**config.mk**
```make
export PLATFORM = sky130hd
export DESIGN_NAME = tcw_controller
export DESIGN_NICKNAME = d
export VERILOG_FILES = /design/src/hdl/tcw_pkg.sv /design/src/hdl/tcw_controller.sv
export SDC_FILE = /design/constraint.sdc
export NUM_CORES = 1
export LEC_CHECK = 0
export ABC_CLOCK_PERIOD_IN_PS = 1900
export CAP_MARGIN = 20
export CORE_AREA = 2 2 39 41
export CTS_BUF_LIST = sky130_fd_sc_hd__clkbuf_4 sky130_fd_sc_hd__clkbuf_8
export CTS_CLUSTER_DIAMETER = 60
export DETAILED_ROUTE_END_ITERATION = 10
export DIE_AREA = 0 0 41 43
export DONT_BUFFER_PORTS = 1
export PLACE_DENSITY = 0.4
export SLEW_MARGIN = 25
export SYNTH_ARGS = -nofsm -noshare
export SYNTH_HDL_FRONTEND = slang
export SYNTH_SLANG_ARGS = --single-unit
```
**constraint.sdc**
```tcl
create_clock -name clk -period 1.9 [get_ports clk]
set_input_delay 0.38 -clock clk [delete_from_list [all_inputs] [get_ports clk]]
set_output_delay 0.38 -clock clk [all_outputs]
set_load 0.03 [all_outputs]
```
**src/hdl/tcw_pkg.sv**
```systemverilog
// Shared types and constants for the text console character writer.
package tcw_pkg;

  localparam int COLUMNS_DEFAULT = 80;
  localparam int ROWS_DEFAULT    = 25;

  localparam int KIND_W  = 2;
  localparam int CHAR_W  = 8;
  localparam int INDEX_W = 11;
  localparam int POS_W   = 11;

  typedef enum logic [KIND_W-1:0] {
    KIND_PUT   = 2'd0,
    KIND_CLEAR = 2'd1,
    KIND_READ  = 2'd2
  } kind_t;

  localparam logic [CHAR_W-1:0] CH_NL      = 8'd10;
  localparam logic [CHAR_W-1:0] CH_CR      = 8'd13;
  localparam logic [CHAR_W-1:0] CH_BS      = 8'd8;
  localparam logic [CHAR_W-1:0] BLANK_CHAR = 8'h20;
  localparam logic [CHAR_W-1:0] TEXT_ATTR  = 8'h07;
  localparam logic [15:0]       BLANK_CELL = {TEXT_ATTR, BLANK_CHAR};

  typedef enum logic [1:0] {
    SW_NONE  = 2'd0,
    SW_COPY  = 2'd1,
    SW_BLANK = 2'd2
  } sweep_mode_t;

  typedef struct packed {
    logic        accept;
    logic        load_read;
    logic        sweep_zero;
    logic        sweep_step;
    sweep_mode_t mode;
  } tcw_cmd_t;

  typedef struct packed {
    logic need_scroll;
    logic copy_last;
    logic blank_last;
  } tcw_stat_t;

endpackage

```
**src/hdl/tcw_controller.sv**
```systemverilog
// Sequencer: handshakes, result valid flag and the scroll and clear sweeps.
module tcw_controller (
  input  logic               clk,
  input  logic               rst,
  input  logic               item_valid,
  input  logic [1:0]         item_kind,
  output logic               item_ready,
  output logic               result_valid,
  input  logic               result_ready,
  input  tcw_pkg::tcw_stat_t stat,
  output tcw_pkg::tcw_cmd_t  cmd
);
  import tcw_pkg::*;

  typedef enum logic [3:0] {
    ST_IDLE  = 4'b0001,
    ST_READ  = 4'b0010,
    ST_COPY  = 4'b0100,
    ST_BLANK = 4'b1000
  } state_t;

  state_t state, state_next;
  logic   accept;
  logic   load_res;
  logic   result_valid_next;

  assign item_ready = (state == ST_IDLE) && (!result_valid || result_ready);
  assign accept     = item_valid && item_ready;

  always_comb begin
    state_next     = state;
    cmd.accept     = 1'b0;
    cmd.load_read  = 1'b0;
    cmd.sweep_zero = 1'b0;
    cmd.sweep_step = 1'b0;
    cmd.mode       = SW_NONE;
    load_res       = 1'b0;
    unique case (state)
      ST_IDLE: begin
        if (accept) begin
          cmd.accept = 1'b1;
          case (item_kind)
            KIND_PUT: begin
              load_res = 1'b1;
              if (stat.need_scroll) begin
                cmd.sweep_zero = 1'b1;
                state_next     = ST_COPY;
              end
            end
            KIND_CLEAR: begin
              load_res       = 1'b1;
              cmd.sweep_zero = 1'b1;
              state_next     = ST_BLANK;
            end
            KIND_READ: state_next = ST_READ;
            default:   load_res   = 1'b1;
          endcase
        end
      end
      ST_READ: begin
        cmd.load_read = 1'b1;
        load_res      = 1'b1;
        state_next    = ST_IDLE;
      end
      ST_COPY: begin
        cmd.mode       = SW_COPY;
        cmd.sweep_step = 1'b1;
        if (stat.copy_last) begin
          state_next = ST_BLANK;
        end
      end
      ST_BLANK: begin
        cmd.mode       = SW_BLANK;
        cmd.sweep_step = 1'b1;
        if (stat.blank_last) begin
          state_next = ST_IDLE;
        end
      end
      default: state_next = ST_IDLE;
    endcase
  end

  always_comb begin
    result_valid_next = result_valid;
    if (load_res) begin
      result_valid_next = 1'b1;
    end else if (result_ready) begin
      result_valid_next = 1'b0;
    end
  end

  always_ff @(posedge clk) begin
    if (rst) begin
      state        <= ST_BLANK;
      result_valid <= 1'b0;
    end else begin
      state        <= state_next;
      result_valid <= result_valid_next;
    end
  end

endmodule

```
==> impl_metrics.csv <==
group,metric,value,unit
outcome,status,"completed",
sta,fin_tns_setup,0,ns
synth,yosysUniqueCellTypes,24,
cts,cts_buffer_depth,2,
setup_path,rr_startpoint,"state[2]",
global_routing,grt_pass1_vias,365,
sta,fmax,0.555,GHz
synth,yosysTopAreaCell,"dfxtp_1",
die,fp.dieH,43,um
power_and_ir_drop,power_density,634,nW/um^2
synth,seq_area_frac_synth,0.245,
global_routing,grt_remaining_overflow,0,
place,gp_congestion,0.649,
cells_and_area,layout.nets,68,
sta,grt_setup_unrepaired,"no",
setup_path,crit_fanout,8,
cells_and_area,utilization,0.400,
sta,relSlewSlack,0.795,
global_routing,busiest_layer,"met2",
cts,clock-sinks,5,
cts,clkLatencyLatePin,0.25,ns
synth,synth-seq-cells,5,
synth,synth_top_area_share,0.245,
routing,drtPass1Iterations,2,
global_routing,met1_usage,0.142,
cts,cts_tree,"done",
place,placed_area,512,sq um
routing,drc_errors,0,
die,die_w,41,um
hold_path,hold_path_startpoint,"rst",
synth,synth_edf_count,0,
cells_and_area,fillCellCount,139,
cts,clkTransAtPathRegs,0.05,ns
cts,post_cts_buffers,0,
die,core_area,1380,sq um
global_routing,antenna_found_initial,0,
die,start_util,0.295,
hold_path,min_path_type,"input port to register",
cells_and_area,design_area,553,sq um
place,post-place-ws,0.262,ns
die,die-area,1760,sq um
power_and_ir_drop,vdd_ir_drop_max,0.302,mV
global_routing,grt_util_met3,0.0524,
setup_path,critical_path_class,"register to output pin",
synth,async_flop_share,0,
cells_and_area,syn_to_final_growth,35.6,%
die,fp-row-count,14,
cts,root_buffer,"clkbuf_4",
synth,synthTopCellsByArea,"dfxtp_1 25%, ha_1 12%, nor4b_2 7.4%, nor4b_4 5.8%, nand3b_1 5.5%",
cts,cts_buffers,3,
routing,drtAntennaViolNets,0,
setup_path,cp-start-kind,"register",
global_routing,grt_usage,0.132,
routing,drt_iter0_markers,2,
routing,vias_per_cell,5.14,
synth,ys_warn_count,0,
sta,min_period_over_period,0.948,
sta,hold_viol,0,
setup_path,endpoint_kind,"output pin",
cts,cts_hold_buf,0,
synth,postSynthCellCount,42,
synth,synth_flop_cell,"dfxtp_1",
sta,fin_skew,0.00425,ns
global_routing,grt_pass1_wl,1.55,mm
global_routing,grt_util_met2,0.203,
die,io_pins,17,
flow_run,maxCapViolCount,0,
synth,avgSynthCellArea,9.71,sq um
setup_path,crit_arrival,1.42,ns
routing,routed_wl,962,um
sta,worst_slack,0.0985,ns
synth,synth_nets,55,
sta,setup_viol,0,
sta,maxSlewViolCount,0,
global_routing,grt_start_max_net_pins,9,
synth,netlist_area,408,sq um
cts,htreeDepth,1,
setup_path,crit_start,"state[2]",
routing,vias,360,
routing,drt-wirelength-per-cell,13.7,um
place,placement.io_buffers,0,
sta,worst_pin_slew,0.309,ns
cells_and_area,drive_gt1_frac,0.407,
sta,fin_crit,1.80,ns
cells_and_area,diodes,0,
power_and_ir_drop,p_leak,0.233,nW
setup_path,cp.required,1.52,ns
## final timing paths
path	endpoint	slack (ns)	depth (start not counted)
min	result_valid	0.20	1
max reg2reg	state[2]	0.56	4
min reg2reg	state[0]	0.66	1
max	cmd[3]	0.1	4
## layout by cell type (no fill, tap or decap), types with 2 or more instances in the layout
cell type	count
clkbuf_4	4
buf_4	8
inv_1	4
dfxtp_2	2
nand2b_1	2
a21oi_1	2
dfxtp_1	2
nor3b_1	2
and2_1	3
nor4b_4	3
ha_1	4
nand3b_1	3
## metrics by stage
stage	hold WS (ns)	std cells	power, mW
after floorplan	0.449	42	0.190
after global placement	0.452	66	0.213
after detailed placement	0.457	66	0.214
after CTS	0.195	70	0.358
after global routing	0.191	70	0.371
final	0.201	70	0.350
## cells by family after synthesis
| logic type | Yosys count | share of synthesized area |
|---|---|---|
| AOI/OAI and AO/OA | 10 | 0.202 |
| adders and majority gates | 4 | 0.123 |
| buffers and inverters | 4 | 0.0368 |
| DFF | 5 | 0.245 |
| and+or+nand+nor | 19 | 0.393 |
## flip-flops by register name, indices dropped and copies added (netlist names)
| register | count |
|---|---|
| state | 4 |
| result_valid | 1 |
## power by group
group	switching [mW]	leakage, nW	internal, mW	total (mW)
sequential	0.00982	0.0424	0.111	0.120
combinational	0.0483	0.172	0.0423	0.0906
clock	0.0456	0.0184	0.0938	0.139
total	0.104	0.233	0.247	0.350
## synthesized netlist by cell type (2+ instances only)
master	number
nor3b_1	2
a21oi_1	2
dfxtp_1	5
nor4b_2	2
nand3b_1	3
inv_1	4
nand2b_1	2
and2_1	3
ha_1	4
## area by class of cell
cell class                 instances  area [sq um]  share of cell area
multi-input combinational         33           322               0.581
sequential                         5           106               0.192
timing repair buffer               8          60.1               0.109
clock buffer                       4          30.0              0.0543
tap                               16          20.0              0.0362
inverter                           4          15.0              0.0271
## timing repair
action,CTS,global route
pin swaps,0,1
resized for setup,1,4
cloned,0,0
endpoints found under the setup margin,1,1
## worst max-delay path: stages, from the launching register on
cell and delay (ns):
dfxtp_4 0.38, nor4b_4 0.30, and3_4 0.23, o21a_1 0.12, buf_4 0.15
## metal layers
metal | share of wire | up-vias
met2 | 0.50 | 12
met3 | 0.068 | 2
met4 | 0.027 | 0
li1 | - | 182
met5 | 0 | -
met1 | 0.41 | 164
Note: power is estimated with default switching activity, not from simulation.
